File: src/design/rmq_pkg.sv
`default_nettype none
// ---------------------------------------------------------------------------
// rmq_pkg
// Shared constants and types for the rotation matrix to quaternion block.
// ---------------------------------------------------------------------------
package rmq_pkg;

    localparam int DATA_WIDTH_DEF = 16;
    localparam int FRAC_BITS_DEF  = 14;

    // Which Shepperd branch produced the result.
    typedef enum logic [1:0] {
        BR_TRACE = 2'd0,
        BR_X     = 2'd1,
        BR_Y     = 2'd2,
        BR_Z     = 2'd3
    } branch_t;

endpackage
// ---------------------------------------------------------------------------
`default_nettype wire

File: src/design/rmq_front.sv
`default_nettype none
// ---------------------------------------------------------------------------
// rmq_front
// Trace, branch choice, square-root radicand and the three off-axis numerators.
// ---------------------------------------------------------------------------
module rmq_front
    import rmq_pkg::*;
#(
    parameter int DW    = DATA_WIDTH_DEF,
    parameter int FB    = FRAC_BITS_DEF,
    parameter int ARG_W = 19,
    parameter int SQ_W  = 16
) (
    input  wire logic                 clk,
    input  wire logic                 rst_n,
    input  wire logic                 en,
    input  wire logic                 in_valid,
    input  wire logic signed [DW-1:0] e00,
    input  wire logic signed [DW-1:0] e01,
    input  wire logic signed [DW-1:0] e02,
    input  wire logic signed [DW-1:0] e10,
    input  wire logic signed [DW-1:0] e11,
    input  wire logic signed [DW-1:0] e12,
    input  wire logic signed [DW-1:0] e20,
    input  wire logic signed [DW-1:0] e21,
    input  wire logic signed [DW-1:0] e22,
    output logic                      out_valid,
    output branch_t                   br,
    output logic                      degen,
    output logic [2*SQ_W-1:0]         rad,
    output logic signed [DW:0]        n0,
    output logic signed [DW:0]        n1,
    output logic signed [DW:0]        n2
);

    localparam int NW = DW + 1;

    logic signed [ARG_W-1:0] a00, a11, a22, trace, one_v, arg;
    logic signed [NW-1:0]    d_x, d_y, d_z, s_xy, s_xz, s_yz;
    logic [ARG_W-2:0]        arg_pos;

    logic                    valid_reg;
    branch_t                 br_reg, br_next;
    logic                    degen_reg, degen_next;
    logic [2*SQ_W-1:0]       rad_reg, rad_next;
    logic signed [NW-1:0]    n0_reg, n1_reg, n2_reg, n0_next, n1_next, n2_next;

    assign a00   = ARG_W'(e00);
    assign a11   = ARG_W'(e11);
    assign a22   = ARG_W'(e22);
    assign trace = a00 + a11 + a22;
    assign one_v = ARG_W'(1) << FB;

    assign d_x  = NW'(e21) - NW'(e12);
    assign d_y  = NW'(e02) - NW'(e20);
    assign d_z  = NW'(e10) - NW'(e01);
    assign s_xy = NW'(e01) + NW'(e10);
    assign s_xz = NW'(e02) + NW'(e20);
    assign s_yz = NW'(e12) + NW'(e21);

    always_comb
    begin
        priority if (trace > 0)
        begin
            br_next = BR_TRACE;
            arg     = trace + one_v;
            n0_next = d_x;
            n1_next = d_y;
            n2_next = d_z;
        end
        else if (a00 > a11 && a00 > a22)
        begin
            br_next = BR_X;
            arg     = one_v + a00 - a11 - a22;
            n0_next = d_x;
            n1_next = s_xy;
            n2_next = s_xz;
        end
        else if (a11 > a22)
        begin
            br_next = BR_Y;
            arg     = one_v + a11 - a00 - a22;
            n0_next = d_y;
            n1_next = s_xy;
            n2_next = s_yz;
        end
        else
        begin
            br_next = BR_Z;
            arg     = one_v + a22 - a00 - a11;
            n0_next = d_z;
            n1_next = s_xz;
            n2_next = s_yz;
        end
        degen_next = (arg <= 0);
        // A degenerate word still flows through the root unit; feed it a harmless value.
        arg_pos  = degen_next ? (ARG_W-1)'(1) : arg[ARG_W-2:0];
        rad_next = (2*SQ_W)'(arg_pos) << FB;
    end

    always_ff @(posedge clk or negedge rst_n)
    begin
        if (!rst_n)
        begin
            valid_reg <= 1'b0;
        end
        else if (en)
        begin
            valid_reg <= in_valid;
        end
    end

    always_ff @(posedge clk)
    begin
        if (en)
        begin
            br_reg    <= br_next;
            degen_reg <= degen_next;
            rad_reg   <= rad_next;
            n0_reg    <= n0_next;
            n1_reg    <= n1_next;
            n2_reg    <= n2_next;
        end
    end

    assign out_valid = valid_reg;
    assign br        = br_reg;
    assign degen     = degen_reg;
    assign rad       = rad_reg;
    assign n0        = n0_reg;
    assign n1        = n1_reg;
    assign n2        = n2_reg;

endmodule
// ---------------------------------------------------------------------------
`default_nettype wire

File: config.mk
export PLATFORM = sky130hd
export DESIGN_NAME = rmq_front
export DESIGN_NICKNAME = d
export VERILOG_FILES = /design/src/design/rmq_pkg.sv /design/src/design/rmq_front.sv
export SDC_FILE = /design/constraint.sdc
export NUM_CORES = 1
export LEC_CHECK = 0
export BUFFER_PORTS_ARGS = -buffer_cell sky130_fd_sc_hd__buf_2
export CAP_MARGIN = 10
export CORE_MARGIN = 2
export CORE_UTILIZATION = 45
export CTS_BUF_LIST = sky130_fd_sc_hd__clkbuf_8
export CTS_CLUSTER_DIAMETER = 200
export DETAILED_ROUTE_END_ITERATION = 6
export HOLD_SLACK_MARGIN = 0.02
export PLACE_DENSITY = 0.66
export SETUP_SLACK_MARGIN = 0.3
export SYNTH_ARGS = -nofsm -noshare
export SYNTH_HDL_FRONTEND = slang
export SYNTH_SLANG_ARGS = --single-unit
export TNS_END_PERCENT = 10
File: constraint.sdc
create_clock -name clk -period 2.5 [get_ports clk]
set_clock_uncertainty 0.1 [all_clocks]
set_input_delay 0.375 -clock clk [delete_from_list [all_inputs] [get_ports clk]]
set_output_delay 0.375 -clock clk [all_outputs]
set_load 0.005 [all_outputs]
==> impl_results.md <==
* Number of enable-type register cells in the synthesized netlist at 72
* Remaining antenna violation count after routing at 0
* Via density per instance at 5.302
* DRT Pass-1 Iters at 5
* Failing checks: setup timing
* Detailed-route via count at 15940
* PortBufs at 220
* Mean area per synthesized cell at 8.452 um^2
* Core area at 33530 um^2
* Power Total at 12.92 mW
* Area after detailed placement at 20860 um^2
* Initial standard-cell utilization of the core at 45.65%
* Wire length of the first global-routing pass at 81.92 mm
* Relative slew margins at 55.27%
* HP Class: input port to flop
* Worst Path Max Fanout at 6
* Maximum number of pins on one net before global-route repair at 26
* Clock tree from TritonCTS: yes
* Static power due to leakage at 10.96 nW
* Weighted congestion at the end of routability-driven global placement at 0.9562
* Layout Cell Area excl Fill at 21820 um^2
* Final max-slew violation count at 0
* Distinct cell type count of the synthesized netlist at 84
* Area share of the leading cell type in the synthesized netlist at 24.03%
* RSZ-0062 raised after global routing: true
* Ratio of final minimum period to clock period at 195.4%
* Vias in the first global route at 15810
* Share of the yosys chip area belonging to registers at 14.29%
* Multi-input gate area at 12370 um^2
* Nets at 3070
* Total clock buffers created by CTS at 9
* TritonCTS sink count at 73
* Tmin final at 4.886 ns
* Number of maximum-capacitance violations at 0
* Async SR Flop Fraction at 1.370%
* Pre-CTS setup slack at -2.872 ns
* Boundary Pins at 235
* Req. time, crit path at 2.64 ns
* Congestion Overflow GR at 0
* Maximum vdd ir drop at 0.4093 mV
* Avg WL per Cell at 17.55 um
* Outcome: complete, but fails checks
* Iteration-0 DRC count of the detailed router at 1003
* Yosys synthesis warning count at 0
* Synth area leaders: sky130_fd_sc_hd__ha_1 24%, sky130_fd_sc_hd__edfxtp_1 14%, sky130_fd_sc_hd__fa_1 10%, sky130_fd_sc_hd__xnor2_1 5.6%, sky130_fd_sc_hd__inv_1 5.3%
* Worst Tran Pin Value at 0.6693 ns
* Post-layout worst setup margin at -2.386 ns
* Clock latency of the later-clocked register in the worst-skew pair at 0.35 ns
* # fillers at 2866
* Signed area change from the synthesized netlist to the final layout at 42.57%
* Reg clk slew, reported paths at 0.10 ns
* Setup Viol. Count Final at 72
* Initial antenna violation count at 3
* Placed wire-length estimate at 44.26 mm
* Post-synthesis cell count at 1811
* Post-synthesis instance area at 15310 um^2
* Share of cells above drive strength 1 at 34.56%
* Overall die height at 188.4 um
* Startpoint-to-endpoint class of the critical path: input port to flop
* Crit path launch type: input port
* Synth Flop Type: sky130_fd_sc_hd__edfxtp_1
* Power per unit of standard cell area at 591.8 nW/um^2
* Final wirelength at 52.77 mm
* Clock tree buffer depth at 2
* Remaining DRCs at 0
* # rows at 67
* Register Area at 2187 um^2
* Final hold violation count at 0
* Die W at 188.4 um
* Root Driver: sky130_fd_sc_hd__clkbuf_8
* Most area-hungry cell type in the Yosys netlist: sky130_fd_sc_hd__ha_1
* Number of storage elements in the synthesis netlist at 73
* Crit path DAT at 5.02 ns
* Total routing resource utilization after global routing at 29.21%
* Kind of end point of the critical path: flop
* Maximum achievable frequency at 204.7 MHz
* Flip-flop count of the largest register after layout at 18
* Floorplan die area at 35510 um^2
* H-tree depth at 3
report_power, final:
part	switching, mW	internal [mW]
clock	0.534	0.563
sequential	0.205	1.85
combinational	4.86	4.91
total	5.60	7.32
metrics by stage:
step	instances	hold slack [ns]	setup TNS [ns]	util, %
3_3_place_gp	2961	0.05009	-180.99	62.22
4_1_cts	2993	0.1430	-152.33	64.26
5_1_grt	3006	0.1536	-170.35	65.08
6_report	3006	0.1581	-159.54	65.08
3_5_place_dp	2961	0.05132	-187.72	62.22
2_1_floorplan	1824	-0.02059	-161.12	-
path summary, 6_finish.rpt:
kind / slack (ns) / startpoint / cells after the start / end
max: -2.39 / e00[1] / 20 / rad[14]
min: 0.16 / in_valid / 2 / out_valid
max reg2reg: 1.64 / out_valid / 1 / out_valid
min reg2reg: 0.44 / out_valid / 1 / out_valid
max in group asynchronous: 2.01 / rst_n / 2 / out_valid
min in group asynchronous: 0.20 / rst_n / 2 / out_valid
repair_timing:
item / 4_1_cts / 5_1_grt
gates cloned: 2 / 1
pin swaps: 15 / 6
hold endpoints to repair: 1 / 0
buffers inserted: 13 / 9
endpoints found under the setup margin: 72 / 72
hold buffers: 1 / 0
gates resized for setup: 70 / 49
cell type report:
class,count,area share [%]
Multi-Input combinational cell,1463,56.67
Clock buffer,9,0.5676
Timing Repair Buffer,786,25.97
Inverter,217,3.732
Sequential cell,73,10.02
Clock inverter,7,0.4357
Antenna cell,3,0.03440
Tap cell,448,2.569
layout by cell type, fill, tap and decap left out, drive strengths merged, types with 22 or more instances in the layout:
master  instances
xor2           31
nor3           47
edfxtp         72
o21ai          85
o211ai         30
nand3          43
buf           783
a21oi         126
ha            294
mux2i          28
nor2b          37
nand2         124
nor2          130
fa             78
nand2b         22
inv           217
xnor2          98
critical path: stages:
cell and delay, ns:
sky130_fd_sc_hd__buf_8 0.10, sky130_fd_sc_hd__fa_1 0.51, sky130_fd_sc_hd__ha_4 0.20, sky130_fd_sc_hd__fa_2 0.39
sky130_fd_sc_hd__a21o_1 0.18, sky130_fd_sc_hd__a21oi_2 0.20, sky130_fd_sc_hd__o311a_4 0.24, sky130_fd_sc_hd__o31ai_4 0.07
sky130_fd_sc_hd__nor3_2 0.19, sky130_fd_sc_hd__o21bai_1 0.08, sky130_fd_sc_hd__a21oi_1 0.16, sky130_fd_sc_hd__xor2_1 0.26
sky130_fd_sc_hd__ha_2 0.23, sky130_fd_sc_hd__nand2_1 0.05, sky130_fd_sc_hd__or4_4 0.46, sky130_fd_sc_hd__o41a_4 0.45
sky130_fd_sc_hd__nor4_4 0.22, sky130_fd_sc_hd__o211ai_1 0.11, sky130_fd_sc_hd__or4_4 0.43, sky130_fd_sc_hd__nand3b_1 0.10
synthesized netlist by cell type (all sizes together) (5+ instances only):
master	instances
a2111oi	8
a211o	6
a211oi	21
a21boi	6
a21o	21
a21oi	126
a221o	5
a221oi	10
a31oi	10
and2	8
and3	9
buf	29
clkbuf	42
edfxtp	72
fa	78
ha	294
inv	217
mux2	9
mux2i	28
nand2	124
nand2b	22
nand3	43
nand3b	6
nand4	7
nor2	130
nor2b	37
nor3	47
nor3b	5
nor4	12
o211ai	30
o21a	7
o21ai	85
o21bai	16
o221ai	5
o22ai	6
o31ai	9
o41ai	8
or2	5
or3	19
xnor2	98
xor2	31
per-layer routing:
metal	vias to the layer above	track usage [%]	part of all wire [%]
met5	-	0	0
met4	0	9.555	3.3
met3	98	4.898	6.8
met2	533	47.30	45
met1	7584	39.67	45
li1	7722	-	-
cell families (layout without fill, tap and decap cells):
group                      after synthesis  after routing  share of synthesized area [%]
DFF                                     73             73                          14.29
xor gates and xnor gates               129            129                          7.381
other                                    1             17                        0.02450
AOI/OAI and AO/OA                      420            420                          18.24
adders and majority gates              372            372                          34.23
buffers and inverters                  288           1019                          7.504
muxes                                   38             38                          2.640
and+or+nand+nor                        490            490                          15.69
Note: power is estimated with default switching activity, not from simulation.
