--- src/design/rmq_pkg.sv ---
`default_nettype none
// ---------------------------------------------------------------------------
// rmq_pkg
// Shared constants and types for the rotation matrix to quaternion block.
// ---------------------------------------------------------------------------
package rmq_pkg;

    localparam int DATA_WIDTH_DEF = 16;
    localparam int FRAC_BITS_DEF  = 14;

    // Which Shepperd branch produced the result.
    typedef enum logic [1:0] {
        BR_TRACE = 2'd0,
        BR_X     = 2'd1,
        BR_Y     = 2'd2,
        BR_Z     = 2'd3
    } branch_t;

endpackage
// ---------------------------------------------------------------------------
`default_nettype wire

--- src/design/rmq_out.sv ---
`default_nettype none
// ---------------------------------------------------------------------------
// rmq_out
// Sign, saturation, component placement and the output register.
// ---------------------------------------------------------------------------
module rmq_out
    import rmq_pkg::*;
#(
    parameter int DW   = DATA_WIDTH_DEF,
    parameter int SQ_W = 16,
    parameter int QW   = 32
) (
    input  wire logic              clk,
    input  wire logic              rst_n,
    input  wire logic              en,
    input  wire logic              in_valid,
    input  wire logic [QW-1:0]     q0,
    input  wire logic [QW-1:0]     q1,
    input  wire logic [QW-1:0]     q2,
    input  wire logic [2:0]        neg,
    input  wire logic [SQ_W-1:0]   root,
    input  wire branch_t           br,
    input  wire logic              degen,
    output logic                   out_valid,
    output logic signed [DW-1:0]   quat_w,
    output logic signed [DW-1:0]   quat_x,
    output logic signed [DW-1:0]   quat_y,
    output logic signed [DW-1:0]   quat_z,
    output logic [1:0]             branch_taken,
    output logic                   degenerate
);

    localparam logic [QW-1:0] NEG_LIM = QW'(1) << (DW - 1);
    localparam logic [QW-1:0] POS_LIM = NEG_LIM - QW'(1);

    function automatic logic [DW-1:0] sat_mag(input logic [QW-1:0] m, input logic ng);
        logic [DW-1:0] res;
        if (ng)
        begin
            res = (m > NEG_LIM) ? NEG_LIM[DW-1:0] : DW'(-m[DW-1:0]);
        end
        else
        begin
            res = (m > POS_LIM) ? POS_LIM[DW-1:0] : m[DW-1:0];
        end
        return res;
    endfunction

    logic [SQ_W:0]   dom_sum;
    logic [DW-1:0]   c_dom, c0, c1, c2;
    logic [DW-1:0]   w_next, x_next, y_next, z_next;

    logic            valid_reg;
    logic [DW-1:0]   w_reg, x_reg, y_reg, z_reg;
    logic [1:0]      br_reg;
    logic            degen_reg;

    always_comb
    begin
        dom_sum = (SQ_W+1)'(root) + (SQ_W+1)'(1);
        c_dom   = sat_mag(QW'(dom_sum >> 1), 1'b0);
        c0      = sat_mag(q0, neg[0]);
        c1      = sat_mag(q1, neg[1]);
        c2      = sat_mag(q2, neg[2]);
        unique case (br)
            BR_TRACE:
            begin
                w_next = c_dom; x_next = c0;    y_next = c1;    z_next = c2;
            end
            BR_X:
            begin
                w_next = c0;    x_next = c_dom; y_next = c1;    z_next = c2;
            end
            BR_Y:
            begin
                w_next = c0;    x_next = c1;    y_next = c_dom; z_next = c2;
            end
            default:
            begin
                w_next = c0;    x_next = c1;    y_next = c2;    z_next = c_dom;
            end
        endcase
        if (degen)
        begin
            w_next = '0;
            x_next = '0;
            y_next = '0;
            z_next = '0;
        end
    end

    always_ff @(posedge clk or negedge rst_n)
    begin
        if (!rst_n)
        begin
            valid_reg <= 1'b0;
        end
        else if (en)
        begin
            valid_reg <= in_valid;
        end
    end

    always_ff @(posedge clk)
    begin
        if (en)
        begin
            w_reg     <= w_next;
            x_reg     <= x_next;
            y_reg     <= y_next;
            z_reg     <= z_next;
            br_reg    <= 2'(br);
            degen_reg <= degen;
        end
    end

    assign out_valid    = valid_reg;
    assign quat_w       = w_reg;
    assign quat_x       = x_reg;
    assign quat_y       = y_reg;
    assign quat_z       = z_reg;
    assign branch_taken = br_reg;
    assign degenerate   = degen_reg;

endmodule
// ---------------------------------------------------------------------------
`default_nettype wire

--- config.mk ---
export PLATFORM = sky130hd
export DESIGN_NAME = rmq_out
export DESIGN_NICKNAME = d
export VERILOG_FILES = /design/src/design/rmq_pkg.sv /design/src/design/rmq_out.sv
export SDC_FILE = /design/constraint.sdc
export NUM_CORES = 1
export LEC_CHECK = 0
export BUFFER_PORTS_ARGS = -buffer_cell sky130_fd_sc_hd__buf_2
export CORE_ASPECT_RATIO = 2
export CORE_MARGIN = 2
export CORE_UTILIZATION = 52
export CTS_CLUSTER_SIZE = 12
export DETAILED_ROUTE_END_ITERATION = 10
export PLACE_DENSITY = 0.89
export SLEW_MARGIN = 15
export SYNTH_ARGS = -nofsm -noshare
export SYNTH_HDL_FRONTEND = slang
export SYNTH_SLANG_ARGS = --single-unit
--- constraint.sdc ---
create_clock -name clk -period 1.05 [get_ports clk]
set_clock_uncertainty 0.2 [all_clocks]
set_input_delay 0.105 -clock clk [delete_from_list [all_inputs] [get_ports clk]]
set_output_delay 0.105 -clock clk [all_outputs]
set_load 0.02 [all_outputs]
==> results of run 1 <==
[per-stage QoR]
step	worst slack (ns)	hold WS (ns)	setup TNS, ns	utilization [%]
2_1_floorplan	-1.20	-0.391	-52.35	-
3_3_place_gp	-1.46	-0.320	-75.70	85.1
3_5_place_dp	-1.49	-0.319	-82.09	85.1
[kinds of logic after synthesis]
| group | synth area share (%) |
|---|---|
| muxes | 1.29 |
| and+or+nand+nor | 26.4 |
| AOI/OAI and AO/OA | 28.3 |
| buffers and inverters | 3.84 |
| DFF | 36.8 |
| adders and majority gates | 0.904 |
| xor gates and xnor gates | 2.53 |
==> out/results.tsv, run 1 <==
metric	value	unit
gp_congestion	1.12	
synth_seq_cells	68	
holdBufCountCts	3	
post_dp_cell_area	8860	um2
synth_area_leaders	edfxtp_1, a21oi_1, nor2_1, nand2_1, a211oi_1	
ys_warn_count	0	
h-tree-depth	3	
cts_root_buffer	clkbuf_16	
ys_seq_area_share	36.8	%
synth_edf_count	67	
ios	190	
cts_buffers	9	
postCtsSetupBuffers	49	
synth_top_area_share	36.3	%
synth.net_count	775	
placed_cells	1184	
syn_area	5540	um2
error	[ERROR DPL-0038] Utilization greater than 100%, impossible to legalize	
die_x	77.0	um
syn_area_per_cell	8.53	um2
dominantRegCellSynth	edfxtp_1	
stop_stage	4_1_cts	
portBuffers	189	
ctsResizeCount	359	
yosys.area.top_type	edfxtp_1	
die_h	150	um
cts.sink_count	68	
outcome	did not finish	
cts_buffer_depth	2	
postSynthCellCount	649	
synth_commonest_cells	edfxtp_1, nor2_1, nand2_1, a21oi_1, clkbuf_1	
synth.most_common_cell	edfxtp_1	
rows	53	
dpl.hpwl	21500	um
async_reset_ff_share	1.47	%
yosysUniqueCellTypes	75	
start_util	53.2	%
==> run 2, diff against run 1 <==
--- a/config.mk
+++ b/config.mk
@@ -6,12 +6,10 @@
 export NUM_CORES = 1
 export LEC_CHECK = 0
 export BUFFER_PORTS_ARGS = -buffer_cell sky130_fd_sc_hd__buf_2
-export CORE_ASPECT_RATIO = 2
 export CORE_MARGIN = 2
-export CORE_UTILIZATION = 52
-export CTS_CLUSTER_SIZE = 12
+export CORE_UTILIZATION = 40
 export DETAILED_ROUTE_END_ITERATION = 10
-export PLACE_DENSITY = 0.89
+export PLACE_DENSITY_LB_ADDON = 0.15
 export SLEW_MARGIN = 15
 export SYNTH_ARGS = -nofsm -noshare
 export SYNTH_HDL_FRONTEND = slang
==> out/results.tsv, run 2 <==
metric	value	unit
outcome	finished, violations left	
violations	negative hold slack, negative setup slack	
area_delta_synth_final	114	%
clk_pin_slew	0.07	ns
final_cell_area	11800	um2
min_period	2.11	ns
synth_top_area_share	36.3	%
critPathArrivalTime	2.03	ns
synth_area_leaders	edfxtp_1, a21oi_1, nor2_1, nand2_1, a211oi_1	
slew_headroom	56.0	%
n_antenna_cell	0	
antenna_found_initial	0	
dpl.hpwl	19500	um
holdBufCountCts	5	
cp-end-kind	register	
r2r-end	out_valid	
power	10.5	mW
ff2ff_path_depth	2	
drt_iter0_markers	1235	
die_x	122	um
dieArea	14800	um2
routed_wl	31100	um
synth_edf_count	67	
vias_per_cell	6.45	
grt_pass1_wl	42800	um
drtPass1Iterations	6	
fin_ws	-1.06	ns
ir_drop	1.00	mV
path_buf_inv	6	
gp_congestion	0.946	
cp_top_family	buffers and inverters	
fmax	0.474	GHz
syn_area	5540	um2
cts_root_buffer	clkbuf_16	
antenna_left	0	
slew_viol_final	0	
start_util	41.3	%
setup_viol	133	
synth_commonest_cells	edfxtp_1, nor2_1, nand2_1, a21oi_1, clkbuf_1	
worstSkewPairLatency	0.34	ns
whs	-0.0599	ns
crit_chain	buf_6 > inv_4 > ha_4 > nor4b_4 > nand4_1 > buf_4 > a21oi_4 > buf_4 > buf_6 > nand2_1 > buf_4 > a221oi_2	
min_delay_path_depth	2	
async_reset_ff_share	1.47	%
synth.most_common_cell	edfxtp_1	
final_hold_viol_count	3	
timing.reg2reg.setup_slack	-0.04	ns
critPathMostFrequentCell	buf_4	
final_cell_mix	buf_4, buf_6, buf_2	
worst_hold_path.endpoint	degenerate	
core	13400	um2
dominantRegCellSynth	edfxtp_1	
cts_tree	built	
grt_max_degree	23	
cts_buffers	9	
ys_seq_area_share	36.8	%
max_stage_delay	0.36	ns
start_kind	input port	
leakagePower	4.72	nW
yosysUniqueCellTypes	75	
drive_above_1_share	67.7	%
fin_util	88.4	%
drv_cap	0	
min_from	degen	
h-tree-depth	3	
nets	1250	
crit_path_top_delay_cell	a221oi_2	
synth_seq_cells	68	
worst_slew_pin_slew	0.657	ns
rsz0062_at_grt	yes	
hold_class	input port to register	
drcViolationCount	0	
timing.final.crit_share	201	%
r2r_start	out_valid	
yosys.area.top_type	edfxtp_1	
grt_usage	37.7	%
die_h	122	um
postSynthCellCount	649	
syn_area_per_cell	8.53	um2
grt_overflow	0	
portBuffers	189	
critPathMaxFanout	4	
ios	190	
worstPathRequired	0.97	ns
post_dp_cell_area	9080	um2
synth.net_count	775	
grt_pass1_vias	7984	
wl_per_cell	23.8	um
layout_commonest_cell	buf_4	
ys_warn_count	0	
rows	42	
p_per_area	887	nW/um2
vias	8414	
cts.sink_count	68	
path_class	input port to register	
cts_buffer_depth	2	
## run 2: cell counts after synthesis
Identical to the previous run, type by type.
## run 2: metal layers
metal	part of all wire (%)	wire length [um]	up-vias	global-route usage [%]
li1	-	-	3535	-
met1	35	11000	4012	46.3
met2	49	15100	669	64.7
met3	9.5	2940	198	6.79
met4	6.6	2050	0	16.5
met5	0	0	-	0
## run 2: metrics by stage
stage	setup WS (ns)	TNS, ns	cells
final	-1.06	-60.39	1305
after global routing	-1.10	-65.03	1305
after CTS	-0.950	-56.18	1289
after detailed placement	-1.46	-77.44	1234
after global placement	-1.39	-75.61	1234
after floorplan	-1.20	-52.35	649
## run 2: worst reg2reg max path, stage by stage (launching register included)
cell and delay, ns:
dfrtp_1 0.39, buf_4 0.14, mux2_2 0.26
## run 2: what timing repair did
item,in CTS,in global routing
endpoints found under the hold margin,6,3
pin swaps,142,81
endpoints found under the setup margin,132,134
resized for setup,319,137
setup buffers,37,20
## run 2: layout make-up
class | count | area, um2
Clock buffer | 9 | 225
Clock inverter | 7 | 80.1
Fill cell | 603 | 1550
Inverter | 16 | 82.6
Multi-Input combinational cell | 525 | 5030
Sequential cell | 68 | 2040
Tap cell | 176 | 220
Timing Repair Buffer | 504 | 4170
## run 2: power breakdown
part / internal, mW / switching (mW) / total (mW)
combinational: 1.84 / 2.09 / 3.93
sequential: 3.27 / 0.130 / 3.40
clock: 1.87 / 1.31 / 3.18
total: 6.98 / 3.52 / 10.5
## run 2: how the worst max path moves through the flow
stage	slack (ns)	end	startpoint	cells after the start
after floorplan	-1.20	quat_z[14]	q2[3]	8
after global placement	-1.39	quat_w[5]	q0[1]	8
after detailed placement	-1.46	quat_w[9]	q0[1]	9
after CTS	-0.95	quat_x[8]	q0[1]	10
after global routing	-1.10	quat_w[7]	q0[14]	11
final	-1.06	quat_w[7]	q0[0]	12
## run 2: cell families after synthesis
| group | count (synthesis) | share of synthesized area, % |
|---|---|---|
| AOI/OAI and AO/OA | 224 | 28.3 |
| xor gates and xnor gates | 16 | 2.53 |
| adders and majority gates | 4 | 0.904 |
| buffers and inverters | 56 | 3.84 |
| DFF | 68 | 36.8 |
| muxes | 7 | 1.29 |
| and+or+nand+nor | 274 | 26.4 |
(Power assumes the default switching activity.)
==> run 3, diff against run 2 <==
--- a/config.mk
+++ b/config.mk
@@ -5,6 +5,7 @@
 export SDC_FILE = /design/constraint.sdc
 export NUM_CORES = 1
 export LEC_CHECK = 0
+export ABC_AREA = 1
 export BUFFER_PORTS_ARGS = -buffer_cell sky130_fd_sc_hd__buf_2
 export CORE_MARGIN = 2
 export CORE_UTILIZATION = 40
==> out/results.tsv, run 3 <==
metric	value	unit
outcome	finished, violations left	
violations	negative hold slack, negative setup slack	
dpl.hpwl	16800	um
grt_pass1_wl	36800	um
vias	8030	
critPathMostFrequentCell	nand2_1	
syn_area_per_cell	6.38	um2
die_x	125	um
area.sequential	2040	um2
synth_area_leaders	edfxtp_1, nand2_1, nor2_1, nand3_1, inv_1	
fin_cells	1489	
synth_commonest_cells	nand2_1, nor2_1, inv_1, nand3_1, edfxtp_1	
yosys.area.top_type	edfxtp_1	
p_per_area	893	nW/um2
cp-end-kind	register	
ios	190	
start_util	40.5	%
cts_root_buffer	clkbuf_16	
gp_congestion	0.944	
core	14400	um2
final_cell_area	11600	um2
synth_edf_count	67	
holdBufCountCts	3	
die_h	125	um
crit_path_top_delay_cell	a21oi_4	
grt_usage	29.5	%
max_stage_delay	0.21	ns
yosysUniqueCellTypes	33	
dominantRegCellSynth	edfxtp_1	
clk_pin_slew	0.06	ns
antenna_found_initial	1	
path_class	input port to register	
min_period	1.63	ns
drtPass1Iterations	6	
cts.sink_count	68	
cts_tree	built	
hold_class	input port to register	
drt_iter0_markers	973	
min_from	br[0]	
fin_util	80.2	%
timing.final.crit_share	156	%
whs	-0.0105	ns
setup_viol	132	
wl_per_cell	17.6	um
worstPathRequired	1.07	ns
fin_ws	-0.584	ns
vias_per_cell	5.39	
path_buf_inv	3	
cts_buffers	9	
grt_util_met2	51.1	%
syn_area	5850	um2
ir_drop	0.841	mV
grt.busiest_layer	met2	
final_hold_viol_count	2	
critPathArrivalTime	1.65	ns
crit_start	q1[3]	
layout_commonest_cell	nand2_1	
gr-usage-met1	37.5	%
n_antenna_cell	0	
synth.net_count	1043	
cp_top_family	simple AND/OR/NAND/NOR gates	
rsz0062_at_grt	yes	
drcViolationCount	0	
fillers	940	
synth_top_area_share	34.4	%
slew_headroom	73.5	%
nets	1426	
async_reset_ff_share	1.47	%
post_dp_cell_area	8830	um2
dieArea	15600	um2
synth.most_common_cell	nand2_1	
met3_usage	4.68	%
r2r_start	out_valid	
drive_above_1_share	60.2	%
start_kind	input port	
cts_buffer_depth	2	
leakagePower	5.30	nW
final_cell_mix	nand2_1, buf_4, buf_2	
grt_max_degree	44	
grt_overflow	0	
placed_cells	1434	
multi_input_area	5040	um2
crit_chain	buf_4 > nor2_4 > nand2_4 > nor2_4 > nand2_2 > a21oi_4 > clkbuf_16 > nand3b_1 > nand2_1 > nand2_1 > nand3_1 > nand2_1 > inv_1	
rows	44	
critPathMaxFanout	8	
antenna_left	0	
ys_seq_area_share	34.8	%
slew_viol_final	0	
fmax	0.612	GHz
synth_seq_cells	68	
area_delta_synth_final	97.9	%
ys_warn_count	0	
worstSkewPairLatency	0.34	ns
drv_cap	0	
postSynthCellCount	917	
routed_wl	26200	um
h-tree-depth	3	
grt_pass1_vias	7461	
worst_slew_pin_slew	0.393	ns
portBuffers	189	
[run 3: cell types whose count changed in the layout (fill, tap and decap cells not counted), sizes merged, moves of 11 or more]
cell	change
buf	-100
a211oi	-21
nor3	-19
nor4	-23
nand2	+263
inv	+82
o21ai	+20
a21o	-15
a221oi	-19
or2	-11
nand3	+72
nor2	+76
[run 3: what timing repair did]
action                     CTS  global route
pin swaps                   69           148
gates resized for setup    280           278
setup endpoints to repair  132           132
hold endpoints to repair     4             1
gates cloned                 2             2
buffers inserted            21            15
[run 3: per-stage QoR]
| stage | setup WS [ns] | TNS [ns] | power, mW |
|---|---|---|---|
| after floorplan | -0.544 | -28.88 | 4.63 |
| after global placement | -0.927 | -50.47 | 6.00 |
| after detailed placement | -0.938 | -51.54 | 6.02 |
| after CTS | -0.442 | -32.66 | 9.81 |
| after global routing | -0.693 | -42.64 | 10.7 |
| final | -0.584 | -37.18 | 10.3 |
[run 3: path summary, 6_finish.rpt]
| path | cells after the start | to | slack [ns] |
|---|---|---|---|
| max reg2reg | 1 | out_valid | 0.09 |
| max | 13 | quat_y[9] | -0.58 |
| min | 2 | branch_taken[0] | -0.01 |
| min in group asynchronous | 3 | out_valid | 0.39 |
| min reg2reg | 1 | out_valid | 0.33 |
| max in group asynchronous | 3 | out_valid | 0.16 |
[run 3: cell type report]
class	count	area share [%]
multi-input cells	714	43.5
repair buffers	405	30.0
flip-flops and latches	68	17.6
inverters	102	3.94
clock buffers	10	2.07
well taps	184	1.99
clock inverters	6	0.822
[run 3: cell families after synthesis]
logic type / count (synthesis) / share of synthesized area, %
AO/OA/AOI/OAI: 102 / 9.44
XOR/XNOR: 28 / 4.19
adder cells (fa/ha/maj): 4 / 0.856
buffers and inverters: 135 / 9.48
flip-flops: 68 / 34.8
multiplexers: 1 / 0.193
AND/OR/NAND/NOR: 579 / 41.0
[run 3: report_power, final]
part | internal, mW | switching, mW
sequential | 3.26 | 0.114
combinational | 1.58 | 1.96
clock | 2.16 | 1.26
total | 7.00 | 3.33
[run 3: layer usage]
| layer | vias to the layer above | share of wire (%) |
|---|---|---|
| li1 | 3738 | - |
| met1 | 3710 | 37 |
| met2 | 467 | 50 |
| met3 | 113 | 7.7 |
| met4 | 2 | 4.5 |
| met5 | - | 0.027 |
