File: config.mk
export PLATFORM = sky130hd
export DESIGN_NAME = rmq_sqrt
export DESIGN_NICKNAME = d
export VERILOG_FILES = /design/src/design/rmq_pkg.sv /design/src/design/rmq_sqrt.sv
export SDC_FILE = /design/constraint.sdc
export NUM_CORES = 1
export LEC_CHECK = 0
export BUFFER_PORTS_ARGS = -buffer_cell sky130_fd_sc_hd__clkbuf_2
export CORE_UTILIZATION = 37
export DETAILED_ROUTE_END_ITERATION = 6
export PLACE_DENSITY = 0.6
export SYNTH_ARGS = -nofsm -noshare
export SYNTH_HDL_FRONTEND = slang
export SYNTH_SLANG_ARGS = --single-unit
File: constraint.sdc
create_clock -name clk -period 7.9 [get_ports clk]
set_clock_uncertainty 0.05 [all_clocks]
set_input_delay 0.79 -clock clk [delete_from_list [all_inputs] [get_ports clk]]
set_output_delay 0.79 -clock clk [all_outputs]
set_load 0.005 [all_outputs]
File: src/design/rmq_pkg.sv
`default_nettype none
// ---------------------------------------------------------------------------
// rmq_pkg
// Shared constants and types for the rotation matrix to quaternion block.
// ---------------------------------------------------------------------------
package rmq_pkg;

    localparam int DATA_WIDTH_DEF = 16;
    localparam int FRAC_BITS_DEF  = 14;

    // Which Shepperd branch produced the result.
    typedef enum logic [1:0] {
        BR_TRACE = 2'd0,
        BR_X     = 2'd1,
        BR_Y     = 2'd2,
        BR_Z     = 2'd3
    } branch_t;

endpackage
// ---------------------------------------------------------------------------
`default_nettype wire

File: src/design/rmq_sqrt.sv
`default_nettype none
// ---------------------------------------------------------------------------
// rmq_sqrt
// Pipelined integer square root, one root bit per stage, with a side channel.
// ---------------------------------------------------------------------------
module rmq_sqrt
    import rmq_pkg::*;
#(
    parameter int SQ_W = 16,
    parameter int SB_W = 8
) (
    input  wire logic              clk,
    input  wire logic              rst_n,
    input  wire logic              en,
    input  wire logic              in_valid,
    input  wire logic [2*SQ_W-1:0] rad_in,
    input  wire logic [SB_W-1:0]   sb_in,
    output logic                   out_valid,
    output logic [SQ_W-1:0]        root,
    output logic [SB_W-1:0]        sb_out
);

    localparam int REM_W = SQ_W + 3;

    logic              valid_reg [SQ_W];
    logic [2*SQ_W-1:0] rad_reg   [SQ_W];
    logic [REM_W-1:0]  rem_reg   [SQ_W];
    logic [SQ_W-1:0]   root_reg  [SQ_W];
    logic [SB_W-1:0]   sb_reg    [SQ_W];

    logic [2*SQ_W-1:0] rad_s  [SQ_W];
    logic [REM_W-1:0]  rem_s  [SQ_W];
    logic [SQ_W-1:0]   root_s [SQ_W];
    logic [REM_W-1:0]  rem_sh [SQ_W];
    logic [REM_W-1:0]  trial  [SQ_W];
    logic [2*SQ_W-1:0] rad_next  [SQ_W];
    logic [REM_W-1:0]  rem_next  [SQ_W];
    logic [SQ_W-1:0]   root_next [SQ_W];

    always_comb
    begin
        for (int k = 0; k < SQ_W; k++)
        begin
            if (k == 0)
            begin
                rad_s[k]  = rad_in;
                rem_s[k]  = '0;
                root_s[k] = '0;
            end
            else
            begin
                rad_s[k]  = rad_reg[k-1];
                rem_s[k]  = rem_reg[k-1];
                root_s[k] = root_reg[k-1];
            end
            rem_sh[k]   = {rem_s[k][REM_W-3:0], rad_s[k][2*SQ_W-1 -: 2]};
            trial[k]    = REM_W'({root_s[k], 2'b01});
            rad_next[k] = rad_s[k] << 2;
            if (rem_sh[k] >= trial[k])
            begin
                rem_next[k]  = rem_sh[k] - trial[k];
                root_next[k] = {root_s[k][SQ_W-2:0], 1'b1};
            end
            else
            begin
                rem_next[k]  = rem_sh[k];
                root_next[k] = {root_s[k][SQ_W-2:0], 1'b0};
            end
        end
    end

    always_ff @(posedge clk or negedge rst_n)
    begin
        if (!rst_n)
        begin
            for (int k = 0; k < SQ_W; k++)
            begin
                valid_reg[k] <= 1'b0;
            end
        end
        else if (en)
        begin
            for (int k = 0; k < SQ_W; k++)
            begin
                valid_reg[k] <= (k == 0) ? in_valid : valid_reg[k-1];
            end
        end
    end

    always_ff @(posedge clk)
    begin
        if (en)
        begin
            for (int k = 0; k < SQ_W; k++)
            begin
                rad_reg[k]  <= rad_next[k];
                rem_reg[k]  <= rem_next[k];
                root_reg[k] <= root_next[k];
                sb_reg[k]   <= (k == 0) ? sb_in : sb_reg[k-1];
            end
        end
    end

    assign out_valid = valid_reg[SQ_W-1];
    assign root      = root_reg[SQ_W-1];
    assign sb_out    = sb_reg[SQ_W-1];

endmodule
// ---------------------------------------------------------------------------
`default_nettype wire

==> run summary, run 1 <==
• **status** complete, no violations
• **Leak** 0.0142 uW
• **count of mapped cells out of synthesis** 2,361
• **Post-synth top flop** edfxtp_1
• **slew at the pin with the worst max-slew slack** 1.13 ns
• **total track usage** 0.124
• **Worst Path Max Fanout** 16
• **TritonRoute pass-1 iters** 7
• **buffer depth of the longest clock path** 3
• **post-layout min period** 3.18 ns
• **flop-to-flop setup slack** 4.72 ns
• **via-per-instance ratio** 4.99
• **Num Clock Sinks** 757
• **Area Growth Syn to Fin** 12.8%
• **global-route wire length before repair** 91,900 um
• **nets@finish** 2,665
• **aggregate global routing overflow** 0
• **largest net degree at the start of global routing** 196
• **synthesized net count** 2,557
• **post-detail-place hpwl** 37,900 um
• **number of cells traversed by the worst register-to-register path** 7
• **largest stage delay on the critical path** 0.50 ns
• **Synth warnings** 0
• **# rows** 109
• **capturing element type of the critical path** register
• **# setup viols final** 0
• **CTS root buf** clkbuf_16
• **Routed WL** 56,700 um
• **Relative slew margins** 0.248
• **Critical-path top delay cell** o221ai_2
• **number of flip-flops under the largest register name** 240
• **hold path depth** 1
• **synthesized flop and latch total** 757
• **crit share post-route** 0.402
• **cell area after synthesis** 33,400 um^2
• **worst vdd ir** 0.160 mV
• **clock transition at the register clock pins on the worst setup and hold paths after CTS** 0.06 ns
• **clock latency on the worst-skew pair** 0.63 ns
• **startpoint of the most critical register-to-register path** rem_reg[1][99]
• **list of cells traversed by the critical path** ha_1, o21ai_0, a2111oi_1, o21ai_1, o221ai_2, buf_4, mux2_2
• **share of synthesized area occupied by flip-flops and latches** 0.679
• **share of cells above drive strength 1** 0.108
• **max frequency** 0.315 GHz
• **PD cells** 272 nW/um^2
• **Critical Setup Path Class** reg2reg
• **origin of the worst min-delay path** rad_in[21]
• **critical register-to-register path endpoint** rem_reg[1][118]
• **Routed Antenna Nets** 0
• **largest delay contributor family on the critical path** compound AO/OA/AOI/OAI gates
• **Endpoint, Worst Hold** rad_reg[0][21]
• **count of fill cells added during filler insertion** 7,965
• **RSZ-0062 raised after global routing** false
• **number of maximum-capacitance constraint violations** 0
• **Cell Area, Placed** 35,000 um^2
• **core area** 88,900 um^2
• **per-cell routed wire length** 15.3 um
• **initial DRC count** 1,212
• **via count of the first global-routing pass** 18,377
• **total via count in the routed design** 18,433
• **post-cts sizing count** 0
• **Setup TNS** 0 ns
• **Finished Cell Area** 37,600 um^2
• **initial core utilization** 0.375
• **TritonCTS clock tree** done
• **GPL Wtd Cong** 0.899
• **DRC violations left** 0
• **top-level I/O count** 69
• **per-instance average area after synthesis** 14.1 um^2
• **Worst Hold Margin** 0.275 ns
• **quantity of I/O buffers inserted on ports** 68
• **final hold violation count** 0
• **combined buffer and inverter count along the critical path** 1
• **endpoint required time on the critical path** 8.21 ns
• **Final Max Tran Viols** 0
• **EDFF count, synth** 741
• **number of unique standard cell types used by synthesis** 95
• **total CTS buffers** 84
• **antenna diode instance count** 0
• **fraction of registers with async set/reset** 0.0211
• **antenna violations before repair** 0
• **Startpoint Class** register
• **path class of the lowest-slack min-delay path** in2reg
• **Die X** 302 um
• **die area** 91,400 um^2
• **count of H-tree levels built during CTS** 3
• **data arrival time of the critical path** 3.49 ns
• **vertical die dimension** 302 um
-- layer usage --
metal	vias up	share of wire	GRT usage
li1	9072	-	-
met1	8839	0.44	0.151
met2	372	0.48	0.211
met3	150	0.041	0.0241
met4	0	0.036	0.0616
met5	-	0	0
-- synthesized netlist by cell type, drive strengths merged, types with 9 or more instances --
master,instances,area share
mux2,63,0.022
o41ai,10,0.0028
a21oi,130,0.020
or3,34,0.0064
xnor2,91,0.024
o21ai,90,0.013
a21o,33,0.0074
nor2b,26,0.0049
nand4,25,0.0047
nand3,47,0.0076
a211oi,11,0.0030
ha,152,0.057
nor3,63,0.0098
or4,11,0.0027
inv,191,0.022
nand2,95,0.011
clkbuf,28,0.0031
and3,10,0.0019
buf,27,0.0050
o31ai,15,0.0034
mux2i,9,0.0027
dfrtp,16,0.012
o21bai,10,0.0022
edfxtp,741,0.67
o21a,41,0.0092
a31oi,17,0.0034
nor4,25,0.0056
nor2,151,0.017
xor2,59,0.015
nand2b,26,0.0049
-- repair_timing --
action                                 4_1_cts  5_1_grt
endpoints found under the hold margin       16        0
setup buffers                                0        0
hold buffers                                 1        0
-- how the worst max path moves through the flow --
stage | start | end | slack, ns | cells past startpoint
final | rem_reg[1][99] | rem_reg[1][118] | 4.72 | 7
after global routing | root_reg[1][83] | rem_reg[1][118] | 4.55 | 8
after CTS | root_reg[1][3] | rem_reg[1][25] | 4.78 | 8
after detailed placement | rem_reg[1][95] | rem_reg[1][118] | 4.80 | 7
after global placement | rem_reg[1][98] | rem_reg[1][117] | 4.83 | 7
after floorplan | rem_reg[1][3] | rem_reg[1][23] | 5.29 | 8
-- cell type report --
| cell class | count | area [um^2] | share of cell area |
|---|---|---|---|
| sequential | 757 | 22700 | 0.602 |
| multi-input combinational | 1357 | 9730 | 0.258 |
| clock buffer | 101 | 2230 | 0.0593 |
| tap | 1165 | 1460 | 0.0387 |
| inverter | 192 | 724 | 0.0193 |
| timing repair buffer | 77 | 445 | 0.0118 |
| clock inverter | 46 | 395 | 0.0105 |
-- stage by stage --
step | util | total power [uW] | instances | worst slack (ns)
after detailed placement | 0.394 | 6580 | 3547 | 4.80
after global routing | 0.423 | 10700 | 3695 | 4.55
after CTS | 0.423 | 10400 | 3695 | 4.78
after floorplan | - | 6150 | 2361 | 5.29
after global placement | 0.394 | 6530 | 3547 | 4.83
final | 0.423 | 10200 | 3695 | 4.72
-- placed cells by master, fill, tap and decap left out, types with 9 or more instances in the layout --
master     count
o21a_1        41
mux2_2        44
o21ai_1       11
xnor2_1       91
o21ai_0       79
o31ai_1       15
a211oi_1       9
nand2b_1      26
nand4_1       25
o41ai_1        9
dfrtp_1       16
nor4_1        23
clkinv_1      20
ha_1         152
mux2_1        15
nand2_1       95
a31oi_1       16
xor2_1        59
clkbuf_2      67
and3_1        10
nand3_1       45
a21oi_1      129
inv_1        188
a21o_1        33
mux2i_1        9
nor2b_1       26
or3_1         32
edfxtp_1     741
clkbuf_16     87
clkinv_2      15
o21bai_1      10
clkbuf_1      14
nor3_1        62
nor2_1       151
-- kinds of logic after synthesis --
family / share of synthesized area
simple gates: 0.0865
compound gates: 0.0841
flops: 0.679
fa+ha+maj: 0.0570
other cells: 0.000112
mux: 0.0244
xor+xnor: 0.0394
buf+inv: 0.0299
-- power by group --
group / internal [uW] / switching (uW)
Clock: 2220 / 1510
Combinational: 593 / 768
Sequential: 4930 / 219
Note: power is estimated with default switching activity, not from simulation.
==> run 2, diff against run 1 <==
--- a/config.mk
+++ b/config.mk
@@ -5,10 +5,11 @@
 export SDC_FILE = /design/constraint.sdc
 export NUM_CORES = 1
 export LEC_CHECK = 0
+export ABC_AREA = 1
 export BUFFER_PORTS_ARGS = -buffer_cell sky130_fd_sc_hd__clkbuf_2
 export CORE_UTILIZATION = 37
 export DETAILED_ROUTE_END_ITERATION = 6
-export PLACE_DENSITY = 0.6
+export PLACE_DENSITY = 0.62
 export SYNTH_ARGS = -nofsm -noshare
 export SYNTH_HDL_FRONTEND = slang
 export SYNTH_SLANG_ARGS = --single-unit
==> constraint.sdc (replaced) <==
create_clock -name clk -period 2.9 [get_ports clk]
set_clock_uncertainty 0.05 [all_clocks]
set_input_delay 0.29 -clock clk [delete_from_list [all_inputs] [get_ports clk]]
set_output_delay 0.29 -clock clk [all_outputs]
set_load 0.005 [all_outputs]
==> run 2 against run 1 <==
Critical endpoint is now rem_reg[0][123]. Final area up 11%. Via count grew 29%. Worst hold slack lost 0.21 ns. Critical path depth is 4 higher. Total power grew to 2.8 times the previous value. First-iteration DRC count is 27% higher. Critical path type unchanged. Cell count rose by 40%. Global-route usage increased by 2.0 points. Sequential share of layout area shrank 6.0 points. Die area increased by 9.3%. Utilization is 0.70 points higher. Clock-buffer cell count decreased by 1.
==> run summary, run 2 <==
• **count of H-tree levels built during CTS** 3
• **list of cells traversed by the critical path** ha_1, nand2_1, nand2_1, nand2_1, nand2_1, a21oi_1, nand2_1, nor2_4, inv_1, nand2_1, inv_1
• **data arrival time of the critical path** 2.96 ns
• **status** complete, no violations
• **buffer depth of the longest clock path** 3
• **capturing element type of the critical path** register
• **nets@finish** 4,008
• **largest delay contributor family on the critical path** simple AND/OR/NAND/NOR gates
• **die area** 99,900 um^2
• **largest net degree at the start of global routing** 87
• **combined buffer and inverter count along the critical path** 2
• **post-cts sizing count** 0
• **max frequency** 0.382 GHz
• **# rows** 114
• **aggregate global routing overflow** 0
• **cell area after synthesis** 36,500 um^2
• **final hold violation count** 0
• **PD cells** 687 nW/um^2
• **via count of the first global-routing pass** 22,924
• **GPL Wtd Cong** 0.901
• **synth top area cells** edfxtp_1, nand2_1, inv_1
• **initial DRC count** 1,534
• **core area** 97,100 um^2
• **number of unique standard cell types used by synthesis** 47
• **synthesized flop and latch total** 757
• **initial core utilization** 0.376
• **Post-CTS Setup Bufs** 0
• **total chip power** 28,700 uW
• **Cell Area, Placed** 38,700 um^2
• **slack of the critical path** 0.282 ns
• **Setup TNS** 0 ns
• **largest area contributor in the netlist** edfxtp_1
• **Num Clock Sinks** 757
• **number of flip-flops under the largest register name** 240
• **via-per-instance ratio** 4.62
• **slew at the pin with the worst max-slew slack** 0.775 ns
• **number of maximum-capacitance constraint violations** 0
• **Leak** 0.0186 uW
• **vertical die dimension** 316 um
• **fraction of registers with async set/reset** 0.0211
• **Routed Antenna Nets** 0
• **CP most frequent cell** nand2_1
• **total track usage** 0.144
• **most frequent cells after synthesis** nand2_1, edfxtp_1, inv_1, nor2_1, nand3_1
• **EDFF count, synth** 741
• **antenna violations before repair** 0
• **total via count in the routed design** 23,830
• **startpoint of the most critical register-to-register path** rem_reg[0][97]
• **count of mapped cells out of synthesis** 3,611
• **global-route wire length before repair** 116,000 um
• **most frequent cell after synthesis** nand2_1
• **count of hold-fix buffers inserted at cts** 43
• **share of cells above drive strength 1** 0.0771
• **share of synthesized area occupied by flip-flops and latches** 0.621
• **endpoint required time on the critical path** 3.24 ns
• **antenna diode instance count** 0
• **crit share post-route** 0.903
• **clock latency on the worst-skew pair** 0.65 ns
• **DRC violations left** 0
• **Routed WL** 71,400 um
• **worst setup slack after placement** 0.346 ns
• **Area Growth Syn to Fin** 14.5%
• **Synth warnings** 0
• **TritonCTS clock tree** done
• **CTS root buf** clkbuf_16
• **Finished Cell Area** 41,800 um^2
• **synthesized net count** 3,807
• **Critical Setup Path Class** reg2reg
• **TritonRoute pass-1 iters** 6
• **top-level I/O count** 69
• **Die X** 316 um
• **RSZ-0062 raised after global routing** false
• **Worst Path Max Fanout** 15
• **post-layout min period** 2.62 ns
• **quantity of I/O buffers inserted on ports** 68
• **most common cell after layout, fill and taps aside** nand2_1
• **post-detail-place hpwl** 51,900 um
• **Startpoint Class** register
• **per-instance average area after synthesis** 10.1 um^2
• **Post-synth top flop** edfxtp_1
• **per-cell routed wire length** 13.8 um
• **largest stage delay on the critical path** 0.44 ns
• **Final Max Tran Viols** 0
• **clock transition at the register clock pins on the worst setup and hold paths after CTS** 0.06 ns
• **top cell type's share of synthesized area** 0.610
• **Critical-path top delay cell** nor2_4
• **commonest cells after routing, fill and taps aside** nand2_1, edfxtp_1, inv_1
• **Relative slew margins** 0.483
• **path class of the lowest-slack min-delay path** in2async
• **# setup viols final** 0
• **total CTS buffers** 84
• **worst vdd ir** 0.670 mV
• **crit path launch** rem_reg[0][97]
run 2: cell count changes in the layout (fill, tap and decap cells not counted), moves of 44 or more:
cell	previous run	this run
nand4_1	25	96
nand2_1	95	1122
nand3_1	45	171
mux2_2	44	0
xnor2_1	91	24
nor2_1	151	201
inv_1	188	613
run 2: report_power, final:
group | switching [uW] | internal [uW]
registers | 545 | 13300
clock network | 4280 | 6150
logic | 2880 | 1570
total | 7710 | 21000
run 2: path summary, 6_finish.rpt:
| kind | to | slack, ns | depth (start not counted) |
|---|---|---|---|
| setup / recovery | rem_reg[0][123] | 0.28 | 11 |
| setup reg to reg | rem_reg[0][123] | 0.28 | 11 |
| hold / removal | valid_reg[13] | 0.07 | 2 |
| hold reg to reg | rad_reg[0][234] | 0.35 | 0 |
| min in group clk | rem_reg[0][148] | 0.07 | 1 |
| max in group asynchronous | valid_reg[6] | 2.45 | 2 |
run 2: final cells by class:
class | count | area [um^2]
clock buffer | 100 | 2200
clock inverter | 53 | 502
fill | 9215 | 55300
inverter | 622 | 2330
multi-input combinational | 2189 | 11200
sequential | 757 | 22700
tap | 1276 | 1600
timing repair buffer | 158 | 1310
run 2: logic make-up (layout without fill, tap and decap cells):
kind of cell / Yosys count / in the layout / synth area share
simple gates: 1722 / 1722 / 0.201
flops: 757 / 757 / 0.621
buf+inv: 665 / 933 / 0.0725
compound gates: 230 / 230 / 0.0329
fa+ha+maj: 152 / 152 / 0.0521
xor+xnor: 84 / 84 / 0.0202
other cells: 1 / 1 / 0.000103
run 2: layer usage:
layer / global-route usage / vias to the layer above / share of wire
met5: 0 / - / 0
met4: 0.0529 / 0 / 0.031
met3: 0.0258 / 150 / 0.038
met2: 0.244 / 421 / 0.47
met1: 0.185 / 10941 / 0.46
li1: - / 12318 / -
run 2: metrics by stage:
step	hold WS, ns	util	cells
after detailed placement	0.181	0.398	4959
after global routing	0.0577	0.430	5155
after CTS	0.0244	0.430	5155
after global placement	0.177	0.398	4959
final	0.0678	0.430	5155
after floorplan	-0.0556	-	3611
